[src/hdl/stbeq_pkg.sv]
// Shared types and constants for the stereo three-band biquad equalizer.
package stbeq_pkg;

  // Fixed field widths of the beat formats
  localparam int SAMPLE_W = 24;
  localparam int COEF_W   = 24;
  localparam int SLOT_W   = 4;
  localparam int MODE_W   = 2;

  // Sequencer counter widths, sized for the largest supported stage count (8)
  localparam int STAGE_W = 3;
  localparam int STEP_W  = 3;

  // Beat modes; the fourth code is unused and is dropped
  typedef enum logic [MODE_W-1:0] {
    MODE_FRAME = 2'd0,
    MODE_COEF  = 2'd1,
    MODE_CLEAR = 2'd2
  } mode_e;

  // Coefficient order inside one band, also the MAC step number
  localparam logic [STEP_W-1:0] TAP_B0 = 3'd0;
  localparam logic [STEP_W-1:0] TAP_B1 = 3'd1;
  localparam logic [STEP_W-1:0] TAP_B2 = 3'd2;
  localparam logic [STEP_W-1:0] TAP_A1 = 3'd3;
  localparam logic [STEP_W-1:0] TAP_A2 = 3'd4;
  // Step at which the accumulated sum is final and is written back
  localparam logic [STEP_W-1:0] STEP_LAST = 3'd7;

  typedef struct packed {
    logic [MODE_W-1:0]          mode;
    logic [SLOT_W-1:0]          coef_slot;
    logic signed [COEF_W-1:0]   coef_value;
    logic signed [SAMPLE_W-1:0] left_in;
    logic signed [SAMPLE_W-1:0] right_in;
  } in_beat_t;

  typedef struct packed {
    logic signed [SAMPLE_W-1:0] left_out;
    logic signed [SAMPLE_W-1:0] right_out;
  } out_beat_t;

  // Controller states
  typedef enum logic [1:0] {
    ST_IDLE,
    ST_RUN,
    ST_DONE
  } ctl_state_e;

  // Commands from controller to datapath
  typedef struct packed {
    logic               in_take;
    logic               coef_we;
    logic               hist_clr;
    logic               issue;
    logic               acc_init;
    logic               finish;
    logic               load_out;
    logic               ch;
    logic [STAGE_W-1:0] stage;
    logic [STEP_W-1:0]  step;
  } dp_cmd_t;

  // Status from datapath to controller
  typedef struct packed {
    logic out_free;
  } dp_stat_t;

endpackage

[src/hdl/stbeq_dp.sv]
// Datapath: coefficient and history memories, shared MAC, saturation, output register.
module stbeq_dp #(
  parameter int NUM_STAGES     = 3,
  parameter int COEF_FRAC_BITS = 20
) (
  input  logic                clk_i,
  input  logic                rst_ni,
  input  stbeq_pkg::dp_cmd_t   cmd_i,
  output stbeq_pkg::dp_stat_t  stat_o,
  input  stbeq_pkg::in_beat_t  in_beat_i,
  output logic                out_valid_o,
  input  logic                out_stall_i,
  output stbeq_pkg::out_beat_t out_beat_o
);
  import stbeq_pkg::*;

  localparam int NCOEF = 5 * NUM_STAGES;
  localparam int NROW  = 2 * NUM_STAGES;
  localparam int CA_W  = $clog2(NCOEF);
  localparam int RA_W  = $clog2(NROW);
  localparam int PROD_W = SAMPLE_W + COEF_W;
  localparam int ACC_W  = PROD_W + 3;

  localparam logic signed [COEF_W-1:0] COEF_MAX = {1'b0, {(COEF_W-1){1'b1}}};
  localparam logic signed [COEF_W-1:0] COEF_ONE =
    (COEF_FRAC_BITS >= COEF_W - 1) ? COEF_MAX : (COEF_W'(1) << COEF_FRAC_BITS);
  localparam logic signed [ACC_W-1:0] ROUND = ACC_W'(1) << (COEF_FRAC_BITS - 1);
  localparam logic signed [SAMPLE_W-1:0] SMAX = {1'b0, {(SAMPLE_W-1){1'b1}}};
  localparam logic signed [SAMPLE_W-1:0] SMIN = {1'b1, {(SAMPLE_W-1){1'b0}}};

  // History row: x1, x2, y1, y2
  typedef logic [3:0][SAMPLE_W-1:0] hist_row_t;

  logic signed [COEF_W-1:0]   coef_mem [NCOEF];
  logic [NCOEF-1:0]           coef_vld_q;
  hist_row_t                  hist_mem [NROW];
  logic [NROW-1:0]            hist_vld_q;

  logic                       slot_ok;
  logic [CA_W-1:0]            coef_wa;
  logic [CA_W-1:0]            coef_ra;
  logic [RA_W-1:0]            row_a;

  logic signed [COEF_W-1:0]   coef_rd_q;
  logic                       coef_rdv_q;
  logic [STEP_W-1:0]          kind_q;
  logic                       issue_q;
  hist_row_t                  row_q;
  logic                       row_vld_q;
  hist_row_t                  row_eff;

  logic signed [SAMPLE_W-1:0] samp_q [2];
  logic signed [SAMPLE_W-1:0] x_cur;
  logic signed [COEF_W-1:0]   coef_eff;
  logic signed [SAMPLE_W-1:0] operand;
  logic signed [PROD_W-1:0]   prod_q;
  logic                       neg_q;
  logic                       mul_vld_q;
  logic signed [ACC_W-1:0]    acc_q;
  logic signed [ACC_W-1:0]    prod_ext;
  logic signed [ACC_W-1:0]    acc_shr;
  logic signed [SAMPLE_W-1:0] y_sat;
  hist_row_t                  new_row;

  logic                       out_valid_q;
  out_beat_t                  out_q;

  // Address decode
  assign slot_ok = 32'(in_beat_i.coef_slot) < 32'(NCOEF);
  assign coef_wa = CA_W'(in_beat_i.coef_slot);
  assign coef_ra = CA_W'(6'(cmd_i.stage) * 6'd5 + 6'(cmd_i.step));
  assign row_a   = RA_W'(4'(cmd_i.stage) + (cmd_i.ch ? 4'(NUM_STAGES) : 4'd0));

  // Coefficient store, never-written entries read as the pass-through reset value
  always_ff @(posedge clk_i) begin
    if (cmd_i.coef_we && slot_ok) begin
      coef_mem[coef_wa] <= in_beat_i.coef_value;
    end
  end

  always_ff @(posedge clk_i or negedge rst_ni) begin
    if (!rst_ni) begin
      coef_vld_q <= '0;
    end else if (cmd_i.coef_we && slot_ok) begin
      coef_vld_q[coef_wa] <= 1'b1;
    end
  end

  always_ff @(posedge clk_i) begin
    if (cmd_i.issue) begin
      coef_rd_q  <= coef_mem[coef_ra];
      coef_rdv_q <= coef_vld_q[coef_ra];
      kind_q     <= cmd_i.step;
    end
  end

  // History rows, one per channel and band
  always_ff @(posedge clk_i) begin
    if (cmd_i.finish) begin
      hist_mem[row_a] <= new_row;
    end
  end

  always_ff @(posedge clk_i or negedge rst_ni) begin
    if (!rst_ni) begin
      hist_vld_q <= '0;
    end else if (cmd_i.hist_clr) begin
      hist_vld_q <= '0;
    end else if (cmd_i.finish) begin
      hist_vld_q[row_a] <= 1'b1;
    end
  end

  always_ff @(posedge clk_i) begin
    row_q     <= hist_mem[row_a];
    row_vld_q <= hist_vld_q[row_a];
  end

  assign row_eff = row_vld_q ? row_q : '0;
  assign x_cur   = samp_q[cmd_i.ch];

  // Select coefficient and operand for the current tap
  always_comb begin
    coef_eff = coef_rdv_q ? coef_rd_q : ((kind_q == TAP_B0) ? COEF_ONE : '0);
    case (kind_q)
      TAP_B0:  operand = x_cur;
      TAP_B1:  operand = row_eff[0];
      TAP_B2:  operand = row_eff[1];
      TAP_A1:  operand = row_eff[2];
      TAP_A2:  operand = row_eff[3];
      default: operand = '0;
    endcase
  end

  // Multiply stage
  always_ff @(posedge clk_i) begin
    prod_q <= coef_eff * operand;
    neg_q  <= (kind_q == TAP_A1) || (kind_q == TAP_A2);
  end

  always_ff @(posedge clk_i or negedge rst_ni) begin
    if (!rst_ni) begin
      issue_q   <= 1'b0;
      mul_vld_q <= 1'b0;
    end else begin
      issue_q   <= cmd_i.issue;
      mul_vld_q <= issue_q;
    end
  end

  // Accumulate; feedback taps subtract
  assign prod_ext = ACC_W'(prod_q);

  always_ff @(posedge clk_i) begin
    if (cmd_i.acc_init) begin
      acc_q <= ROUND;
    end else if (mul_vld_q) begin
      acc_q <= neg_q ? (acc_q - prod_ext) : (acc_q + prod_ext);
    end
  end

  // Drop fraction bits and saturate to the sample range
  always_comb begin
    acc_shr = acc_q >>> COEF_FRAC_BITS;
    if ((&acc_shr[ACC_W-1:SAMPLE_W-1]) || !(|acc_shr[ACC_W-1:SAMPLE_W-1])) begin
      y_sat = acc_shr[SAMPLE_W-1:0];
    end else begin
      y_sat = acc_shr[ACC_W-1] ? SMIN : SMAX;
    end
    new_row[0] = x_cur;
    new_row[1] = row_eff[0];
    new_row[2] = y_sat;
    new_row[3] = row_eff[2];
  end

  // Working samples: frame input, then each band's output
  always_ff @(posedge clk_i) begin
    if (cmd_i.in_take) begin
      samp_q[0] <= in_beat_i.left_in;
      samp_q[1] <= in_beat_i.right_in;
    end else if (cmd_i.finish) begin
      samp_q[cmd_i.ch] <= y_sat;
    end
  end

  // Output register
  always_ff @(posedge clk_i or negedge rst_ni) begin
    if (!rst_ni) begin
      out_valid_q <= 1'b0;
    end else if (cmd_i.load_out) begin
      out_valid_q <= 1'b1;
    end else if (!out_stall_i) begin
      out_valid_q <= 1'b0;
    end
  end

  always_ff @(posedge clk_i) begin
    if (cmd_i.load_out) begin
      out_q.left_out  <= samp_q[0];
      out_q.right_out <= samp_q[1];
    end
  end

  assign stat_o.out_free = !out_valid_q || !out_stall_i;
  assign out_valid_o     = out_valid_q;
  assign out_beat_o      = out_q;

endmodule

[src/hdl/stbeq_ctrl.sv]
// Controller: sequences bands, channels and MAC steps for one frame, and issues coefficient writes and history clears.
module stbeq_ctrl #(
  parameter int NUM_STAGES = 3
) (
  input  logic                    clk_i,
  input  logic                    rst_ni,
  input  logic                    in_valid_i,
  output logic                    in_stall_o,
  input  logic [stbeq_pkg::MODE_W-1:0] mode_i,
  input  stbeq_pkg::dp_stat_t     stat_i,
  output stbeq_pkg::dp_cmd_t      cmd_o
);
  import stbeq_pkg::*;

  localparam logic [STAGE_W-1:0] STAGE_LAST = STAGE_W'(NUM_STAGES - 1);

  ctl_state_e         state_q, state_d;
  logic [STEP_W-1:0]  step_q, step_d;
  logic [STAGE_W-1:0] stage_q, stage_d;
  logic               ch_q, ch_d;
  logic               accept;

  always_ff @(posedge clk_i or negedge rst_ni) begin
    if (!rst_ni) begin
      state_q <= ST_IDLE;
      step_q  <= '0;
      stage_q <= '0;
      ch_q    <= 1'b0;
    end else begin
      state_q <= state_d;
      step_q  <= step_d;
      stage_q <= stage_d;
      ch_q    <= ch_d;
    end
  end

  assign in_stall_o = (state_q != ST_IDLE);
  assign accept     = in_valid_i && !in_stall_o;

  // Next state and commands
  always_comb begin
    state_d        = state_q;
    step_d         = step_q;
    stage_d        = stage_q;
    ch_d           = ch_q;
    cmd_o          = '0;
    cmd_o.ch       = ch_q;
    cmd_o.stage    = stage_q;
    cmd_o.step     = step_q;

    case (state_q)
      ST_IDLE: begin
        if (accept) begin
          case (mode_i)
            MODE_FRAME: begin
              cmd_o.in_take = 1'b1;
              state_d       = ST_RUN;
              step_d        = '0;
              stage_d       = '0;
              ch_d          = 1'b0;
            end
            MODE_COEF:  cmd_o.coef_we  = 1'b1;
            MODE_CLEAR: cmd_o.hist_clr = 1'b1;
            default: ;
          endcase
        end
      end

      ST_RUN: begin
        cmd_o.issue    = (step_q <= TAP_A2);
        cmd_o.acc_init = (step_q == TAP_B0);
        cmd_o.finish   = (step_q == STEP_LAST);
        step_d         = step_q + 1'b1;
        if (step_q == STEP_LAST) begin
          step_d = '0;
          if (ch_q) begin
            ch_d = 1'b0;
            if (stage_q == STAGE_LAST) begin
              state_d = ST_DONE;
            end else begin
              stage_d = stage_q + 1'b1;
            end
          end else begin
            ch_d = 1'b1;
          end
        end
      end

      ST_DONE: begin
        // Hold the result until the output register can take it
        if (stat_i.out_free) begin
          cmd_o.load_out = 1'b1;
          state_d        = ST_IDLE;
        end
      end

      default: state_d = ST_IDLE;
    endcase
  end

endmodule

[src/hdl/stereo_three_band_biquad_eq.sv]
// Top level of the stereo three-band biquad equalizer.
//
// Input channel: in_valid_i / in_stall_o / in_beat_i. Mode FRAME carries a stereo
// sample pair, mode COEF writes one coefficient (band*5 + b0,b1,b2,a1,a2), mode
// CLEAR zeroes all filter histories. COEF, CLEAR and the unused mode do not stall
// the input and produce no output beat.
// A frame runs NUM_STAGES direct-form-1 biquads per channel on one shared MAC:
// each biquad passes five taps through coefficient read, multiply and accumulate
// stages, then saturates and writes back its history. The input stalls from the
// accept of a frame until its output beat is loaded into the result register,
// which shows it on out_valid_o / out_beat_o.
// Output channel: a result register holds the beat while out_stall_i is high;
// new items are taken meanwhile, and a following frame waits at its end until
// the register is free.
// Reset: coefficients return to pass-through (b0 = 1.0, or the largest code if
// 1.0 does not fit), histories read as zero, no output beat pending.
module stereo_three_band_biquad_eq #(
  parameter int NUM_STAGES     = 3,
  parameter int COEF_FRAC_BITS = 20
) (
  input  logic                 clk_i,
  input  logic                 rst_ni,
  input  logic                 in_valid_i,
  output logic                 in_stall_o,
  input  stbeq_pkg::in_beat_t  in_beat_i,
  output logic                 out_valid_o,
  input  logic                 out_stall_i,
  output stbeq_pkg::out_beat_t out_beat_o
);
  import stbeq_pkg::*;

  dp_cmd_t  cmd;
  dp_stat_t stat;

  stbeq_ctrl #(
    .NUM_STAGES (NUM_STAGES)
  ) u_ctrl (
    .clk_i      (clk_i),
    .rst_ni     (rst_ni),
    .in_valid_i (in_valid_i),
    .in_stall_o (in_stall_o),
    .mode_i     (in_beat_i.mode),
    .stat_i     (stat),
    .cmd_o      (cmd)
  );

  stbeq_dp #(
    .NUM_STAGES     (NUM_STAGES),
    .COEF_FRAC_BITS (COEF_FRAC_BITS)
  ) u_dp (
    .clk_i       (clk_i),
    .rst_ni      (rst_ni),
    .cmd_i       (cmd),
    .stat_o      (stat),
    .in_beat_i   (in_beat_i),
    .out_valid_o (out_valid_o),
    .out_stall_i (out_stall_i),
    .out_beat_o  (out_beat_o)
  );

endmodule

[config.mk]
export PLATFORM = sky130hd
export DESIGN_NAME = stereo_three_band_biquad_eq
export DESIGN_NICKNAME = d
export VERILOG_FILES = /design/src/hdl/stbeq_pkg.sv /design/src/hdl/stbeq_dp.sv /design/src/hdl/stbeq_ctrl.sv /design/src/hdl/stereo_three_band_biquad_eq.sv
export SDC_FILE = /design/constraint.sdc
export NUM_CORES = 2
export LEC_CHECK = 0
export BUFFER_PORTS_ARGS = -buffer_cell sky130_fd_sc_hd__buf_2
export CAP_MARGIN = 20
export CORE_UTILIZATION = 60
export DETAILED_ROUTE_END_ITERATION = 12
export PLACE_DENSITY = 0.77
export SLEW_MARGIN = 15
export SYNTH_ARGS = -nofsm -noshare
export SYNTH_HDL_FRONTEND = slang
export SYNTH_SLANG_ARGS = --single-unit
[constraint.sdc]
create_clock -name clk_i -period 30.8 [get_ports clk_i]
set_clock_uncertainty 0.05 [all_clocks]
set_input_delay 6.16 -clock clk_i [delete_from_list [all_inputs] [get_ports clk_i]]
set_output_delay 6.16 -clock clk_i [all_outputs]
set_load 0.02 [all_outputs]
==> results_dict.tcl <==
set metrics [dict create \
    place_ws_ns 20.65 \
    clock_path_buffers 3 \
    start_util_pct 60.7 \
    cts.clk_slew.worst_paths_ns 0.06 \
    first_global_vias 47214 \
    relSlewSlack_pct 19.4 \
    die_w_um 351 \
    setup_viol 0 \
    setup_ws_ns 20.36 \
    track_usage_pct 31.1 \
    wl_per_cell_um 24.2 \
    end_kind "flop" \
    regToRegStartpoint "u_dp.kind_q[1]" \
    grt_antenna_before_repair 4 \
    min_from "u_dp.issue_q" \
    core_um2 120000 \
    cp_max_fo 24 \
    hp-class "reg2reg" \
    grt_max_degree 197 \
    numCtsBuffers 119 \
    startpoint_type "flop" \
    ys_ff_latch 1290 \
    final_layout_size_suffix_gt1_share_pct 9.93 \
    nNetsFinal 6905 \
    cts_root_buffer "clkbuf_16" \
    final_cell_area_um2 79600 \
    maxClockFrequency_mhz 95.8 \
    cap_viol_max_count 0 \
    status "completed" \
    vias 46352 \
    path_class "reg2reg" \
    synth_edf_count 1060 \
    rr_worst_depth 23 \
    min_path_cells 0 \
    firstDrtPassIters 6 \
    cts_setup_buffers 0 \
    row_count 127 \
    io-pin-count 132 \
    clock_sinks 1290 \
    worstPathArrival_ns 11.09 \
    fin_tns_setup_ns 0 \
    areaGrowthSynthToFinish_pct 9.25 \
    grt_pass1_wl_mm 284 \
    period_needed_ns 10.44 \
    postCtsHoldBufs 0 \
    cts-resized-gates 0 \
    ant_nets 0 \
    overflow 0 \
    dieArea_um2 123000 \
    rsz0062_at_grt "no" \
    ys_types 83 \
    ys_seq_area_share_pct 50.2 \
    worstPathRequired_ns 31.46 \
    place_area_um2 75600 \
    post-route-period-util_pct 33.9 \
    synthFlopType "edfxtp_1" \
    cts.htree.levels 3 \
    syn-instance-count 5957 \
    io_buffers 131 \
    synthArstFlopShare_pct 2.56 \
    drtIter0Drc 4360 \
    avgSynthCellArea_um2 12.2 \
    synth_nets 6845 \
    worstMarginPinSlew_ns 1.20 \
    hold_viol_final 0 \
    finalMaxSlewViolations 0 \
    clk_latency_ns 0.76 \
    crit_path_start "u_dp.kind_q[1]" \
    cts_tree "yes" \
    gp_congestion 0.963 \
    vias_per_cell 5.99 \
    drt_wl_total_mm 187 \
    ys_warn_count 0 \
    drc 0 \
    netlist_area_um2 72900 \
    die_h_um 351 \
    dpl.hpwl_mm 124 \
]
[synthesized netlist by cell type (107+ instances only)]
cell,count,area share (%)
edfxtp_1,1060,44
ha_1,196,3.4
fa_1,610,17
dfxtp_1,197,5.4
inv_1,743,3.8
xnor2_1,109,1.3
nand2_1,665,3.4
a21oi_1,300,2.1
o211ai_1,107,1.1
clkbuf_1,238,1.2
mux2i_1,313,4.3
o21ai_0,195,1.3
nor2_1,423,2.2
and2_1,120,1.0
[layer usage]
layer	track usage (%)	vias up	routed length, um
met5	0	-	13
met4	16.1	2	10900
met3	6.34	509	16700
met2	51.1	2250	89800
met1	39.1	23247	69600
li1	-	20344	-
[through the flow]
stage,hold WS [ns],instances,util (%)
after floorplan,0.281,5957,-
after global placement,0.283,7503,62.9
after detailed placement,0.289,7504,62.9
after CTS,0.321,7730,66.2
after global routing,0.323,7736,66.3
final,0.327,7738,66.3
[path summary, 6_finish.rpt]
check | end | slack [ns]
max | u_dp.prod_q[45] | 20.36
min | u_dp.mul_vld_q | 0.33
max reg2reg | u_dp.prod_q[45] | 20.36
min reg2reg | u_dp.mul_vld_q | 0.33
max in group asynchronous | u_dp.mul_vld_q | 24.52
min in group asynchronous | u_dp.out_valid_o | 5.49
[logic make-up after synthesis]
kind of cell | after synthesis | share of synthesized area (%)
fa+ha+maj | 806 | 20.1
mux | 402 | 6.99
compound gates | 845 | 7.02
flops | 1290 | 50.2
simple gates | 1423 | 8.51
buf+inv | 1047 | 5.43
xor+xnor | 144 | 1.73
[registers in the layout, indices dropped and copies added (netlist names), 15 cells and up]
signal / cells
out_beat_o: 48
u_dp.acc_q: 51
u_dp.coef_mem: 360
u_dp.coef_rd_q: 24
u_dp.coef_vld_q: 15
u_dp.hist_mem: 576
u_dp.prod_q: 48
u_dp.row_q: 96
u_dp.samp_q: 48
[layout make-up]
type                       count  area (um2)
antenna                        4        10.0
clock buffer                 171        3450
tap                         1612        2020
inverter                     745        2800
clock inverter                55         513
timing repair buffer         241        1580
fill                        8540       40500
sequential                  1290       36600
multi-input combinational   3620       32700
[worst max-delay path, stage by stage, from the launching register on]
cell      delay [ns]
edfxtp_1        0.55
buf_4           0.32
or3_2           0.77
buf_4           0.39
o21ai_1         0.92
clkinv_1        0.93
nor2_1          0.33
fa_1            0.47
fa_1            0.51
fa_1            0.45
fa_1            0.53
fa_1            0.45
fa_1            0.49
inv_1           0.05
fa_1            0.47
inv_1           0.04
ha_1            0.39
nand4_1         0.22
o41ai_1         0.57
nor2_1          0.26
o211ai_1        0.47
nand3_1         0.18
o31ai_1         0.30
xor2_1          0.18
[cells in the final DEF (no fill, tap or decap), types with 191 or more instances in the layout]
cell / instances
edfxtp_1: 1060
dfxtp_1: 195
inv_1: 743
nand2_1: 665
mux2i_1: 313
o21ai_0: 191
ha_1: 193
fa_1: 608
nor2_1: 410
a21oi_1: 298
Power is not shown: default switching activity piles up to over one toggle a cycle in this logic, so the estimate is an artifact.
